[config.mk]
export PLATFORM = sky130hd
export DESIGN_NAME = signed_integer_to_radix_digits
export DESIGN_NICKNAME = d
export VERILOG_FILES = /design/src/rtl/sird_pkg.sv /design/src/rtl/sird_dp.sv /design/src/rtl/sird_ctrl.sv /design/src/rtl/signed_integer_to_radix_digits.sv
export SDC_FILE = /design/constraint.sdc
export NUM_CORES = 1
export LEC_CHECK = 0
export ABC_AREA = 1
export BUFFER_PORTS_ARGS = -buffer_cell sky130_fd_sc_hd__buf_2
export CAP_MARGIN = 20
export CORE_MARGIN = 2
export CORE_UTILIZATION = 35
export DETAILED_ROUTE_END_ITERATION = 8
export REMOVE_ABC_BUFFERS = 1
export SYNTH_ARGS = -nofsm -noshare
export SYNTH_HDL_FRONTEND = slang
export SYNTH_SLANG_ARGS = --single-unit
[constraint.sdc]
create_clock -name clk -period 7.1 [get_ports clk]
set_clock_uncertainty 0.15 [all_clocks]
set_input_delay 1.42 -clock clk [delete_from_list [all_inputs] [get_ports clk]]
set_output_delay 1.42 -clock clk [all_outputs]
set_load 0.05 [all_outputs]
[src/rtl/sird_pkg.sv]
// Shared types and constants for the signed integer to radix digits block.
package sird_pkg;

  localparam int MAX_BASE_DEF    = 16;
  localparam int VALUE_WIDTH_DEF = 32;

  // Input value and configuration widths are fixed by the interface.
  localparam int VALUE_PORT_W = 32;
  localparam int CFG_DATA_W   = 64;
  localparam int CFG_INDEX_W  = 2;
  localparam int COUNT_W      = 5;
  localparam int NUM_SYMBOLS  = 16;

  localparam logic [CFG_INDEX_W-1:0] REG_SYMBOLS_LOW  = 2'd0;
  localparam logic [CFG_INDEX_W-1:0] REG_SYMBOLS_HIGH = 2'd1;
  localparam logic [CFG_INDEX_W-1:0] REG_SYMBOL_COUNT = 2'd2;

  localparam logic [7:0] CHAR_PLUS  = 8'h2B;
  localparam logic [7:0] CHAR_MINUS = 8'h2D;
  localparam logic [7:0] CHAR_NUL   = 8'h00;

  // Controller to datapath commands.
  typedef struct packed {
    logic load;
    logic chk_step;
    logic div_step;
    logic emit_sign;
    logic emit_digit;
  } cmd_t;

  // Datapath to controller status.
  typedef struct packed {
    logic chk_bad;
    logic chk_last;
    logic div_last;
    logic q_zero;
    logic neg;
    logic last_digit;
  } stat_t;

endpackage

[src/rtl/sird_dp.sv]
// Datapath: alphabet registers, alphabet check, chunked divider, digit stack, output register.
module sird_dp #(
  parameter int MAX_BASE    = sird_pkg::MAX_BASE_DEF,
  parameter int VALUE_WIDTH = sird_pkg::VALUE_WIDTH_DEF
) (
  input  logic                                  clk,
  input  logic                                  rst,
  input  logic                                  wr_en,
  input  logic [sird_pkg::CFG_INDEX_W-1:0]      wr_index,
  input  logic [sird_pkg::CFG_DATA_W-1:0]       wr_data,
  input  logic signed [sird_pkg::VALUE_PORT_W-1:0] value,
  input  sird_pkg::cmd_t                        cmd,
  output sird_pkg::stat_t                       stat,
  output logic [7:0]                            out_char,
  output logic                                  is_last,
  output logic                                  strobe
);

  localparam int DIGW   = (MAX_BASE > 2) ? $clog2(MAX_BASE) : 1;  // digit / check index width
  localparam int BPC    = 4;                                      // quotient bits per cycle
  localparam int CHUNKS = (VALUE_WIDTH + BPC - 1) / BPC;
  localparam int DW     = CHUNKS * BPC;
  localparam int CCW    = $clog2(CHUNKS);
  localparam int SPW    = $clog2(VALUE_WIDTH + 1);
  localparam int SIW    = $clog2(VALUE_WIDTH);

  // Configuration registers
  logic [sird_pkg::CFG_DATA_W-1:0] symbols_low;
  logic [sird_pkg::CFG_DATA_W-1:0] symbols_high;
  logic [sird_pkg::COUNT_W-1:0]    symbol_count;

  always_ff @(posedge clk) begin
    if (rst) begin
      symbols_low  <= '0;
      symbols_high <= '0;
      symbol_count <= '0;
    end else if (wr_en) begin
      case (wr_index)
        sird_pkg::REG_SYMBOLS_LOW:  symbols_low  <= wr_data;
        sird_pkg::REG_SYMBOLS_HIGH: symbols_high <= wr_data;
        sird_pkg::REG_SYMBOL_COUNT: symbol_count <= wr_data[sird_pkg::COUNT_W-1:0];
        default: ;
      endcase
    end
  end

  logic [7:0] sym [sird_pkg::NUM_SYMBOLS];
  always_comb begin
    for (int j = 0; j < sird_pkg::NUM_SYMBOLS; j++) begin
      if (j < 8) sym[j] = symbols_low[8*j +: 8];
      else       sym[j] = symbols_high[8*(j-8) +: 8];
    end
  end

  // Alphabet check, one symbol per cycle against all later symbols in use
  logic [DIGW-1:0] chk_idx;
  logic [3:0]      chk_sel;
  logic [7:0]      chk_sym;
  logic            chk_dup;
  logic            range_bad;

  assign chk_sel   = 4'(chk_idx);
  assign chk_sym   = sym[chk_sel];
  assign range_bad = (symbol_count < 5'd2) || (symbol_count > 5'(MAX_BASE));

  always_comb begin
    chk_dup = 1'b0;
    for (int j = 0; j < sird_pkg::NUM_SYMBOLS; j++) begin
      if ((5'(j) > 5'(chk_idx)) && (5'(j) < symbol_count) && (sym[j] == chk_sym))
        chk_dup = 1'b1;
    end
  end

  assign stat.chk_bad  = range_bad || chk_dup || (chk_sym == sird_pkg::CHAR_NUL) ||
                         (chk_sym == sird_pkg::CHAR_PLUS) || (chk_sym == sird_pkg::CHAR_MINUS);
  assign stat.chk_last = (5'(chk_idx) == (symbol_count - 5'd1));

  // Divider: working register holds remaining dividend high, quotient shifted in low
  logic [DW-1:0]   wrk, wrk_next;
  logic [DIGW-1:0] rem, rem_next;
  logic [CCW-1:0]  chunk;
  logic [DIGW:0]   rad;
  logic            neg;
  logic [VALUE_WIDTH-1:0] raw, mag;

  assign rad = symbol_count[DIGW:0];
  assign raw = value[VALUE_WIDTH-1:0];
  assign mag = raw[VALUE_WIDTH-1] ? (~raw + 1'b1) : raw;

  always_comb begin
    logic [DIGW:0] t;
    wrk_next = wrk;
    rem_next = rem;
    for (int k = 0; k < BPC; k++) begin
      t = {rem_next, wrk_next[DW-1]};
      wrk_next = {wrk_next[DW-2:0], 1'b0};
      if (t >= rad) begin
        t = t - rad;
        wrk_next[0] = 1'b1;
      end
      rem_next = t[DIGW-1:0];
    end
  end

  assign stat.div_last = (chunk == CCW'(CHUNKS - 1));
  assign stat.q_zero   = (wrk_next == '0);
  assign stat.neg      = neg;

  // Digit stack, least significant digit pushed first
  logic [DIGW-1:0] stack [VALUE_WIDTH];
  logic [SPW-1:0]  sp;
  logic [SPW-1:0]  sp_dec;
  logic [DIGW-1:0] top_digit;

  assign sp_dec          = sp - 1'b1;
  assign top_digit       = stack[sp_dec[SIW-1:0]];
  assign stat.last_digit = (sp == SPW'(1));

  always_ff @(posedge clk) begin
    if (cmd.div_step && stat.div_last) stack[sp[SIW-1:0]] <= rem_next;
  end

  always_ff @(posedge clk) begin
    if (rst) begin
      chk_idx <= '0;
      chunk   <= '0;
      sp      <= '0;
    end else if (cmd.load) begin
      chk_idx <= '0;
      chunk   <= '0;
      sp      <= '0;
    end else begin
      if (cmd.chk_step) chk_idx <= chk_idx + 1'b1;
      if (cmd.div_step) chunk <= stat.div_last ? '0 : chunk + 1'b1;
      if (cmd.div_step && stat.div_last) sp <= sp + 1'b1;
      else if (cmd.emit_digit) sp <= sp_dec;
    end
  end

  always_ff @(posedge clk) begin
    if (cmd.load) begin
      wrk <= DW'(mag);
      rem <= '0;
      neg <= raw[VALUE_WIDTH-1];
    end else if (cmd.div_step) begin
      wrk <= wrk_next;
      rem <= stat.div_last ? '0 : rem_next;
    end
  end

  // Output beat register
  always_ff @(posedge clk) begin
    if (rst) strobe <= 1'b0;
    else     strobe <= cmd.emit_sign || cmd.emit_digit;
  end

  always_ff @(posedge clk) begin
    if (cmd.emit_sign) begin
      out_char <= sird_pkg::CHAR_MINUS;
      is_last  <= 1'b0;
    end else if (cmd.emit_digit) begin
      out_char <= sym[4'(top_digit)];
      is_last  <= stat.last_digit;
    end
  end

  a_sp_bound: assert property (@(posedge clk) disable iff (rst)
    sp <= SPW'(VALUE_WIDTH)) else $error("digit stack overflow");
  a_pop_nonempty: assert property (@(posedge clk) disable iff (rst)
    cmd.emit_digit |-> (sp != '0)) else $error("pop from empty digit stack");
  a_last_gap: assert property (@(posedge clk) disable iff (rst)
    (strobe && is_last) |=> !strobe) else $error("beat right after last beat");

endmodule

[src/rtl/sird_ctrl.sv]
// Controller: sequences alphabet check, digit division and character emission.
module sird_ctrl (
  input  logic            clk,
  input  logic            rst,
  input  logic            start,
  output logic            busy,
  input  sird_pkg::stat_t stat,
  output sird_pkg::cmd_t  cmd
);

  localparam logic [2:0] S_IDLE  = 3'd0;
  localparam logic [2:0] S_CHECK = 3'd1;
  localparam logic [2:0] S_DIV   = 3'd2;
  localparam logic [2:0] S_SIGN  = 3'd3;
  localparam logic [2:0] S_EMIT  = 3'd4;

  logic [2:0] state, state_next;

  assign busy = (state != S_IDLE);

  always_comb begin
    state_next = state;
    cmd        = '0;
    case (state)
      S_IDLE: begin
        if (start) begin
          cmd.load   = 1'b1;
          state_next = S_CHECK;
        end
      end
      S_CHECK: begin
        if (stat.chk_bad)       state_next = S_IDLE;
        else if (stat.chk_last) state_next = S_DIV;
        else                    cmd.chk_step = 1'b1;
      end
      S_DIV: begin
        cmd.div_step = 1'b1;
        if (stat.div_last && stat.q_zero) state_next = stat.neg ? S_SIGN : S_EMIT;
      end
      S_SIGN: begin
        cmd.emit_sign = 1'b1;
        state_next    = S_EMIT;
      end
      S_EMIT: begin
        cmd.emit_digit = 1'b1;
        if (stat.last_digit) state_next = S_IDLE;
      end
      default: state_next = S_IDLE;
    endcase
  end

  always_ff @(posedge clk) begin
    if (rst) state <= S_IDLE;
    else     state <= state_next;
  end

  a_sign_then_digit: assert property (@(posedge clk) disable iff (rst)
    (state == S_SIGN) |=> (state == S_EMIT)) else $error("sign not followed by digits");
  a_bad_abort: assert property (@(posedge clk) disable iff (rst)
    (state == S_CHECK && stat.chk_bad) |=> (state == S_IDLE)) else $error("bad alphabet not dropped");
  a_div_done: assert property (@(posedge clk) disable iff (rst)
    (state == S_DIV && stat.div_last && stat.q_zero) |=> (state == S_SIGN || state == S_EMIT))
    else $error("division end not followed by emission");

endmodule

[src/rtl/signed_integer_to_radix_digits.sv]
// Top level: signed integer to text in a configurable radix, most significant digit first.
//
// A value is taken when start is high and busy is low; the text comes out one character
// per beat on out_char, marked by strobe for a single cycle, with is_last on the final
// character. The receiver cannot stall, so every beat must be taken when shown. For
// each value: the value is loaded, then the alphabet check steps through the symbols in use
// (stops early on a bad symbol or symbol count, in which case nothing is emitted and busy
// drops), then each digit takes one pass of the shared divider over all chunks of the dividend,
// which retires four quotient bits a cycle, then the characters (sign, then digits) go out
// back to back. The divider loop dominates the time per value. The last beat is shown in the
// first cycle with busy low, so the next value can be taken while it is on the ports.
// Configuration writes are only legal while idle.
module signed_integer_to_radix_digits #(
  parameter int MAX_BASE    = sird_pkg::MAX_BASE_DEF,
  parameter int VALUE_WIDTH = sird_pkg::VALUE_WIDTH_DEF
) (
  input  logic                                     clk,
  input  logic                                     rst,
  input  logic                                     start,
  output logic                                     busy,
  input  logic signed [sird_pkg::VALUE_PORT_W-1:0] value,
  input  logic                                     wr_en,
  input  logic [sird_pkg::CFG_INDEX_W-1:0]         wr_index,
  input  logic [sird_pkg::CFG_DATA_W-1:0]          wr_data,
  output logic                                     strobe,
  output logic [7:0]                               out_char,
  output logic                                     is_last
);

  sird_pkg::cmd_t  cmd;
  sird_pkg::stat_t stat;

  // Sequencer
  sird_ctrl u_ctrl (
    .clk   (clk),
    .rst   (rst),
    .start (start),
    .busy  (busy),
    .stat  (stat),
    .cmd   (cmd)
  );

  // Registers, check logic, divider, digit stack and output beat
  sird_dp #(
    .MAX_BASE    (MAX_BASE),
    .VALUE_WIDTH (VALUE_WIDTH)
  ) u_dp (
    .clk      (clk),
    .rst      (rst),
    .wr_en    (wr_en),
    .wr_index (wr_index),
    .wr_data  (wr_data),
    .value    (value),
    .cmd      (cmd),
    .stat     (stat),
    .out_char (out_char),
    .is_last  (is_last),
    .strobe   (strobe)
  );

endmodule
==> metrics.txt, run 1 <==
Synth Area in XOR/XNOR 3.66%; Register-to-Register Path Depth 40; final cell count without fillers 3358; RePlAce Congestion roughly 0.95; min setup slack post-route 531 ps; share of cells above drive strength 1 approximately a tenth; dpl hpwl around 44000 µm; r2r endpoint u_dp.stack[11][3]$_DFFE_PP_; Max Buffers Root-to-Sink 3; via/cell ratio approximately 5.4; simple-gate share of the synthesized area between 20% and 30%; leading area contributor after synthesis edfxtp_1; Rows 85; reg2reg start u_dp.rad[2]$_SDFFE_PP0P_; Die Wd approximately 240 µm; Crit-path slowest cell dfxtp_4; Hold Crit Class reg2reg; Post-synth ARST share 0%; CTS tree done; Chip Height 236 µm; period utilisation layout 92.5%; Worst Max-Slew Pin Slew 1110 ps; Starting Density 35.2%; ranking of synthesized cells by area edfxtp_1 (26%), dfxtp_1 (17%), nand2_1 (13%); Synth Cell Area 0.0189 mm²; Hold Crit Depth 2; vias in the first global route 16800; Syn-to-layout area delta 13.5%; hold endpoint u_dp.rem[3]$_SDFFE_PP0N_; via count approximately 18000; CP max FO 33; worst slack, placed -324 ps; first-pass GRT wire length 97200 µm; Seq/Total Area, Yosys 42.9%; gr usage total around 22%; status finished clean; P_leak ~9 nW; Max Slew Vio Count 0; nets@finish 2774; max-cap check violation count 0; antenna violations before repair 0; reg2reg setup slack 530 ps; largest net degree at the start of global routing 134; Unique masters post-synth 50; worst endpoint required time 7270 ps; CTS Buf Count 37; compound-gate portion of the synthesized area 17.1%; initial DRC count 2042; Yosys warning count 0; Slew HR 25.8%; Tmin final 6570 ps; root buffer cell clkbuf_16; I/O Buffers 112; max frequency between 150 and 200 MHz; Post-synth EDFFs about 160; CP max stage delay 400 ps; final hold slack 321 ps; largest family of logic cells by synthesized area simple AND/OR/NAND/NOR gates; Synth Flop Type dfxtp_1; #FFs+latches synth 324; GR Overflow Total 0; Setup CP Type reg2reg; crit path DAT around 6700 ps; Cells after DPL 3280; synthesized instance count 2569; Routed Antenna Nets 0; TritonRoute pass-1 iters 6; power per cell area 626 mW/mm²; clk sinks 324; Setup violations, final 0; H-tree depth 2; worst-skew pair later-pin latency around 570 ps; Post-route DRC 0; I/O Pins 113; final wirelength 63900 µm; final-report hold violation count 0; Antenna Cells 0; CP endpoint kind flip-flop; clk slew on worst S/H paths 60 ps; Yosys top cell area share 25.6%; WL per Instance approximately 19 µm; hold_sp u_dp.rem[3]$_SDFFE_PP0N_; die area 0.0558 mm²; post-synthesis mux area share 0%; Post-Synth Adder-Cell Area 2.68%; Max rail drop VDD 1.09 mV; Avg Inst Size Synth 7.35 µm²; Setup crit start kind flip-flop; Core Area 0.0536 mm²
==> power breakdown <==
group	internal [W]	leakage (nW)	switching [W]	total (W)
Clock	0.00118	0.614	0.000811	0.00199
Sequential	0.00385	2.81	0.000127	0.00398
Combinational	0.00229	5.61	0.00515	0.00744
==> worst max-delay path by stage <==
stage / endpoint / slack, ps / cells past startpoint / start
final: u_dp.stack[11][3]$_DFFE_PP_ / 530 / 40 / u_dp.rad[2]$_SDFFE_PP0P_
after global routing: u_dp.rem[3]$_SDFFE_PP0N_ / -40 / 40 / u_dp.rad[2]$_SDFFE_PP0P_
after CTS: u_dp.stack[6][1]$_DFFE_PP_ / 80 / 37 / u_dp.rad[2]$_SDFFE_PP0P_
after detailed placement: u_dp.stack[19][1]$_DFFE_PP_ / -320 / 37 / u_dp.rad[2]$_SDFFE_PP0P_
after global placement: u_dp.stack[23][1]$_DFFE_PP_ / 150 / 37 / u_dp.rad[2]$_SDFFE_PP0P_
after floorplan: u_dp.out_char[2]$_SDFFE_PP1P_ / -1340 / 16 / u_dp.sp[0]$_SDFFE_PP0P_
==> worst max-delay path, delay by kind of cell, from the launching register on <==
family,cells,cell delay (ps)
compound gates,14,2130
fa+ha+maj,4,1170
buf+inv,10,1360
flops,1,400
simple gates,12,1110
==> kinds of logic (layout without fill, tap and decap cells) <==
group                      after synthesis  after routing
AOI/OAI and AO/OA                      604            605
xor gates and xnor gates                78             78
adders and majority gates               38             38
buffers and inverters                  378            470
DFF                                    324            324
and+or+nand+nor                       1147           1147
==> flip-flops by register name (all words and copies together), names as in the netlist, 5 cells and up <==
register           count
u_dp.stack           128
u_dp.symbols_low      64
u_dp.out_char          8
u_dp.sp                6
u_dp.symbols_high     64
u_dp.rad               5
u_dp.wrk              32
==> final cells by class <==
cell class	count	area, µm²
inverter	237	898
timing repair buffer	166	1020
clock buffer	54	1090
fill	5493	32200
sequential	324	8100
tap	696	871
multi-input combinational	1868	9280
clock inverter	13	158
==> cell usage in the layout (no fill, tap or decap), types with 38 or more instances in the layout <==
cell,count
buf_2,112
dfxtp_1,160
xor2_1,67
nand3_1,202
inv_1,224
edfxtp_1,161
nor2_1,209
buf_4,48
a21oi_1,260
nand2_1,662
o21ai_0,253
clkbuf_16,38
==> metrics by stage <==
stage,instance area (µm²),utilization (%),TNS (ps),power (W)
after floorplan,18100,-,-58430,0.00691
after global routing,21400,40.0,-976,0.0142
after CTS,21300,39.7,0,0.0130
final,21400,40.0,0,0.0134
after detailed placement,20000,37.2,-17990,0.0104
after global placement,20000,37.2,0,0.0102
==> cells in the mapped netlist, types with 3 or more instances <==
cell type / count
nand2_1: 664
o21ai_0: 262
a21oi_1: 261
inv_1: 225
nor2_1: 210
nand3_1: 203
dfxtp_1: 163
edfxtp_1: 161
xor2_1: 67
clkbuf_1: 61
buf_2: 48
ha_1: 34
nor3_1: 27
o211ai_1: 23
buf_4: 17
a22oi_1: 15
nor4_1: 11
buf_6: 10
o21ai_1: 10
xnor2_1: 10
inv_2: 7
or2_2: 7
nand2_2: 6
nand4_1: 6
a211oi_1: 5
buf_1: 5
o31ai_1: 5
a221oi_1: 4
a32o_1: 4
fa_1: 4
nor2_2: 4
clkinv_1: 3
nand3b_1: 3
nor2_4: 3
==> what timing repair did <==
item / in CTS / in global routing
hold endpoints to repair: 0 / 0
setup buffers: 3 / 6
gates cloned: 1 / 0
gates resized for setup: 7 / 18
pin swaps: 1 / 8
hold buffers: 0 / 0
endpoints found under the setup margin: 135 / 136
==> metal layers <==
metal / track usage, % / part of all wire (%)
met5: 0 / 0
met4: 7.90 / 3.4
met3: 2.50 / 6.9
met2: 35.9 / 45
met1: 30.9 / 44
Power figures use the tool's default switching activity.
==> inputs of run 2 (changes only) <==
- ABC_AREA: 1 -> unset
==> run 2 against run 1 <==
Non-clock buffer count down 18. Via count down 21%. First-iteration DRC count down 44%. Critical path depth down 6. Combinational power down 84%. Worst setup slack worse by 190 ps. Synthesized cell count down 28%.
==> metrics.txt, run 2 <==
Seq/Total Area, Yosys between 40% and 50%; crit path DAT ~7000 ps; top post-synthesis cells by count nand2_1 (355), a21oi_1 (185), dfxtp_1 (163), edfxtp_1 (161), nor2_1 (89); Post-synth EDFFs roughly 160; hold_sp u_dp.out_char[1]$_SDFFE_PP0P_; ranking of synthesized cells by area edfxtp_1 (27%), dfxtp_1 (18%), nand2_1 (7.3%); CTS tree done; worst-skew pair later-pin latency approximately 540 ps; Slew HR 32.3%; first-pass GRT wire length 79300 µm; Yosys warning count 0; vias in the first global route between 10000 and 15000; crit path to u_ctrl.state[2]$_SDFFE_PP0P_; Rows 83; GR Overflow Total 0; Final Cell Area 0.0205 mm²; final-report hold violation count 0; crit path from u_dp.rad[1]$_SDFFE_PP0P_; nets@finish 2041; Core Area between 0.05 and 0.06 mm²; worst slack, placed -247 ps; WL per Instance 19.7 µm; initial DRC count ~1200; max frequency around 150 MHz; die area about 0.054 mm²; Most Frequent Cell on Critical Path a21o_1; root buffer cell clkbuf_16; Avg Inst Size Synth 9.88 µm²; Setup CP Type reg2reg; gr usage total 18.8%; r2r endpoint u_ctrl.state[2]$_SDFFE_PP0P_; max reg flops 128; RePlAce Congestion 0.912; Die Wd between 200 and 250 µm; I/O Buffers around 110; Post-synth ARST share 0%; worst endpoint required time 7400 ps; Antenna Cells 0; Setup crit start kind flip-flop; Synth Flop Type dfxtp_1; antenna violations before repair 4; Max Buffers Root-to-Sink 3; CP max stage delay approximately 320 ps; Routed Antenna Nets 0; clk sinks 324; Syn-to-layout area delta 12.8%; Chip Height ~230 µm; Worst Max-Slew Pin Slew 1020 ps; DP Area slightly below 0.02 mm²; period utilisation layout 95.2%; H-tree depth 2; dpl hpwl 36200 µm; Pwr Total 0.00549 W; largest net degree at the start of global routing between 80 and 90; via/cell ratio 5.46; CP max FO 7; Synth Cell Area between 0.015 and 0.02 mm²; via count 14200; CTS Buf Count 35; reg2reg start u_dp.rad[1]$_SDFFE_PP0P_; Max Slew Vio Count 0; commonest non-fill, non-tap cell in the layout nand2_1; most frequent cells in the layout nand2_1 (354), a21oi_1 (184), edfxtp_1 (161); Hold Crit Class reg2reg; Starting Density a little over a third; Crit-path slowest cell dfxtp_1; Post-route DRC 0; clk slew on worst S/H paths 60 ps; I/O Pins between 100 and 150; synthesized instance count 1840; leading area contributor after synthesis edfxtp_1; Max rail drop VDD approximately 0.33 mV; CP endpoint kind flip-flop; P_leak 7.10 nW; Unique masters post-synth 75; Tmin final between 6000 and 7000 ps; reg2reg setup slack 340 ps; #FFs+latches synth 324; Register-to-Register Path Depth 34; status finished clean; TritonRoute pass-1 iters 5; Setup violations, final 0; most common cell in the netlist nand2_1; min setup slack post-route 343 ps; power per cell area 268 mW/mm²; max-cap check violation count 0; share of cells above drive strength 1 15.7%; final wirelength 51200 µm; Yosys top cell area share 26.6%
-- run 2: cell count changes in the layout (fill, tap and decap cells not counted), sizes merged, moves of 18 or more --
| cell | delta |
|---|---|
| nand2 | -315 |
| inv | -204 |
| o21ai | -202 |
| nand3 | -188 |
| nor2 | -126 |
| mux2i | +88 |
| a21oi | -73 |
| xnor2 | +58 |
| mux4 | +53 |
| nor2b | +39 |
| a211oi | +25 |
| o211ai | -21 |
| buf | -18 |
-- run 2: worst min path at each step --
stage                                                   to  slack [ps]  cells after the start
after CTS                    u_dp.out_char[1]$_SDFFE_PP0P_         320                      2
after global placement       u_dp.out_char[1]$_SDFFE_PP0P_         290                      2
after detailed placement     u_dp.out_char[1]$_SDFFE_PP0P_         300                      2
after floorplan           u_dp.symbols_low[1]$_SDFFE_PP0P_         290                      2
after global routing         u_dp.out_char[2]$_SDFFE_PP1P_         360                      1
final                        u_dp.out_char[1]$_SDFFE_PP0P_         310                      2
-- run 2: report_power, final --
group          switching [W]  internal [W]
clock network       0.000786       0.00101
logic               0.000799      0.000366
registers          0.0000597       0.00246
-- run 2: through the flow --
step	hold slack (ps)	utilization (%)	TNS [ps]	instances
after global routing	355	40.0	-116	2606
after CTS	316	39.9	-5380	2605
after floorplan	290	-	-88520	1716
final	313	40.0	0	2606
after detailed placement	302	37.6	-8730	2543
after global placement	290	37.6	0	2543
-- run 2: area by class of cell --
type                            count  area [µm²]
Tap cell                          680         851
Multi-Input combinational cell   1364        9460
Inverter                           28         105
Clock inverter                     22         211
Clock buffer                       40         915
Sequential cell                   324        8100
Fill cell                        5042       30800
Timing Repair Buffer              148         858
-- run 2: per-layer routing --
layer / GRT usage, % / part of all wire (%) / routed length, µm
met1: 25.4 / 45 / 22900
met2: 30.0 / 46 / 23300
met3: 3.73 / 6.6 / 3360
met4: 6.15 / 3.1 / 1600
met5: 0 / 0.082 / 42
-- run 2: kinds of logic (layout without fill, tap and decap cells) --
| kind of cell | Yosys count | in the layout | share of synthesized area, % |
|---|---|---|---|
| flops | 324 | 324 | 44.5 |
| xor+xnor | 153 | 153 | 7.37 |
| compound gates | 404 | 404 | 13.8 |
| simple gates | 618 | 618 | 15.3 |
| mux | 151 | 151 | 12.2 |
| buf+inv | 152 | 238 | 4.00 |
| fa+ha+maj | 38 | 38 | 2.78 |
-- run 2: worst max-delay path: cells and delay by family, from the launching register on --
kind            cells  cell delay (ps)
compound gates     17             3350
fa+ha+maj           4             1120
buf+inv             4              360
flops               1              320
mux                 2              540
simple gates        7              810
-- run 2: repair_timing --
item                                    in CTS  in global routing
hold buffers                                 0                  0
buffers inserted                             0                  1
gates resized for setup                      2                 15
pin swaps                                    0                  1
endpoints found under the setup margin      69                136
==> inputs of run 3 (changes only) <==
- SETUP_SLACK_MARGIN: unset -> 0.4
==> run 3 against run 2 <==
Clock-buffer cell count did not move. Clock power about the same. Sequential share of layout area fell by 0.33 points. Cell count increased by 0.50%. Critical path depth is the same. Largest cell class unchanged. Via count grew 0.48%. Combinational power up 18%. Register-to-register slack better by 310 ps. Sequential cell count did not move. Non-clock buffer count rose by 10.
==> metrics.txt, run 3 (same netlist as run 2, synthesis figures left out) <==
worst endpoint required time roughly 7400 ps; I/O Buffers 112; RSZ-0062 raised after global routing false; met2 usage 30.3%; Routed Antenna Nets 0; status finished clean; most frequent cells in the layout nand2_1 (354), a21oi_1 (184), edfxtp_1 (161); multi-input gate area in the final layout 0.00956 mm²; final wirelength roughly 52000 µm; root buffer cell clkbuf_16; gr busiest metal met2; worst-skew pair later-pin latency 540 ps; final hold slack 313 ps; Starting Density 35.4%; WL per Instance ~20 µm; I/O Pins 113; Setup crit start kind flip-flop; CP max FO 5; max frequency 155 MHz; CTS tree done; Finished Core Util between 40% and 50%; Core Area 0.0513 mm²; Post-route DRC 0; largest net degree at the start of global routing 89; Max rail drop VDD 0.291 mV; TNS Setup 0 ps; sequential power share between 40 and 50%; crit path DAT 6740 ps; fill cell count 5029; clk slew on worst S/H paths roughly 60 ps; nets@finish 2054; Most Frequent Cell on Critical Path a21o_1; Pint 0.00393 W; GR Util met3 roughly 3.8%; via/cell ratio approximately 5.5; RePlAce Congestion 0.912; dpl hpwl between 30000 and 40000 µm; Pwr Total 0.00570 W; commonest non-fill, non-tap cell in the layout nand2_1; share of cells above drive strength 1 16.8%; Tmin final between 6000 and 7000 ps; H-tree depth 2; gr usage total 19.0%; Chip Height 232 µm; min setup slack post-route 658 ps; Die Wd 232 µm; CTS hold repair buffers 0; TritonRoute pass-1 iters 5; Max Slew Vio Count 0; final-report hold violation count 0; Setup CP Type reg2reg; max reg flops 128; Antenna Cells 0; CP max stage delay between 300 and 400 ps; period utilisation layout 90.7%; antenna violations before repair 4; logic gate share of total power between 20% and 30%; Net Switching between 0.0015 and 0.002 W; Crit-path slowest cell dfxtp_2; vias in the first global route approximately 14000; Slew HR 32.7%; first-pass GRT wire length 80200 µm; Syn-to-layout area delta 13.8%; Max Buffers Root-to-Sink 3; Clock power frac 31.6%; grt met1 use roughly a quarter; worst slack, placed -247 ps; clk sinks ~320; GR Overflow Total 0; max-cap check violation count 0; CTS Buf Count 35; flip-flop and latch area 0.00810 mm²; Rows 83; Hold Crit Class reg2reg; P_leak between 7 and 8 nW; power per cell area 275 mW/mm²; CP endpoint kind flip-flop; die area 0.0538 mm²; Switching Share between 30% and 40%; via count 14300; Worst Max-Slew Pin Slew 1010 ps; Setup violations, final 0; initial DRC count 1225
==> run 3: per-layer routing <==
layer	share of wire, %	vias up
li1	-	6801
met2	46	411
met1	45	6987
met5	0.077	-
met3	6.3	94
met4	2.9	6
==> run 3: area by class of cell <==
class / instances / area share (%)
Clock buffer: 40 / 4.42
Clock inverter: 22 / 1.02
Inverter: 28 / 0.508
Multi-Input combinational cell: 1367 / 46.2
Sequential cell: 324 / 39.2
Tap cell: 680 / 4.11
Timing Repair Buffer: 158 / 4.53
==> run 3: repair_timing <==
item	CTS	global route
gates cloned	2	1
pin swaps	2	21
endpoints found under the hold margin	0	0
resized for setup	16	15
endpoints found under the setup margin	136	136
setup buffers	1	10
==> run 3: worst paths after layout <==
path / startpoint / endpoint / slack, ps / depth (start not counted)
max: u_dp.rad[1]$_SDFFE_PP0P_ / u_ctrl.state[2]$_SDFFE_PP0P_ / 660 / 34
min: u_dp.out_char[1]$_SDFFE_PP0P_ / u_dp.out_char[1]$_SDFFE_PP0P_ / 310 / 2
max reg2reg: u_dp.rad[1]$_SDFFE_PP0P_ / u_ctrl.state[2]$_SDFFE_PP0P_ / 660 / 34
min reg2reg: u_dp.out_char[1]$_SDFFE_PP0P_ / u_dp.out_char[1]$_SDFFE_PP0P_ / 310 / 2
==> run 3: metrics by stage <==
step / instances / instance area, µm²
2_1_floorplan: 1716 / 17600
3_3_place_gp: 2543 / 19300
3_5_place_dp: 2543 / 19300
4_1_cts: 2608 / 20500
5_1_grt: 2619 / 20700
6_report: 2619 / 20700
==> run 3: worst max-delay path: cells and delay by family (launching register included) <==
kind / cells / cell delay, ps
buffers and inverters: 4 / 370
adders and majority gates: 4 / 870
muxes: 2 / 530
DFF: 1 / 320
AOI/OAI and AO/OA: 17 / 3310
and+or+nand+nor: 7 / 810
==> run 3: power by group through the flow <==
stage / clock (W) / sequential [W] / combinational [W]
2_1_floorplan: 0 / 0.00259 / 0.000636
3_5_place_dp: 0 / 0.00257 / 0.00112
4_1_cts: 0.00184 / 0.00252 / 0.00128
5_1_grt: 0.00190 / 0.00253 / 0.00150
6_report: 0.00180 / 0.00252 / 0.00137
3_3_place_gp: 0 / 0.00256 / 0.00106
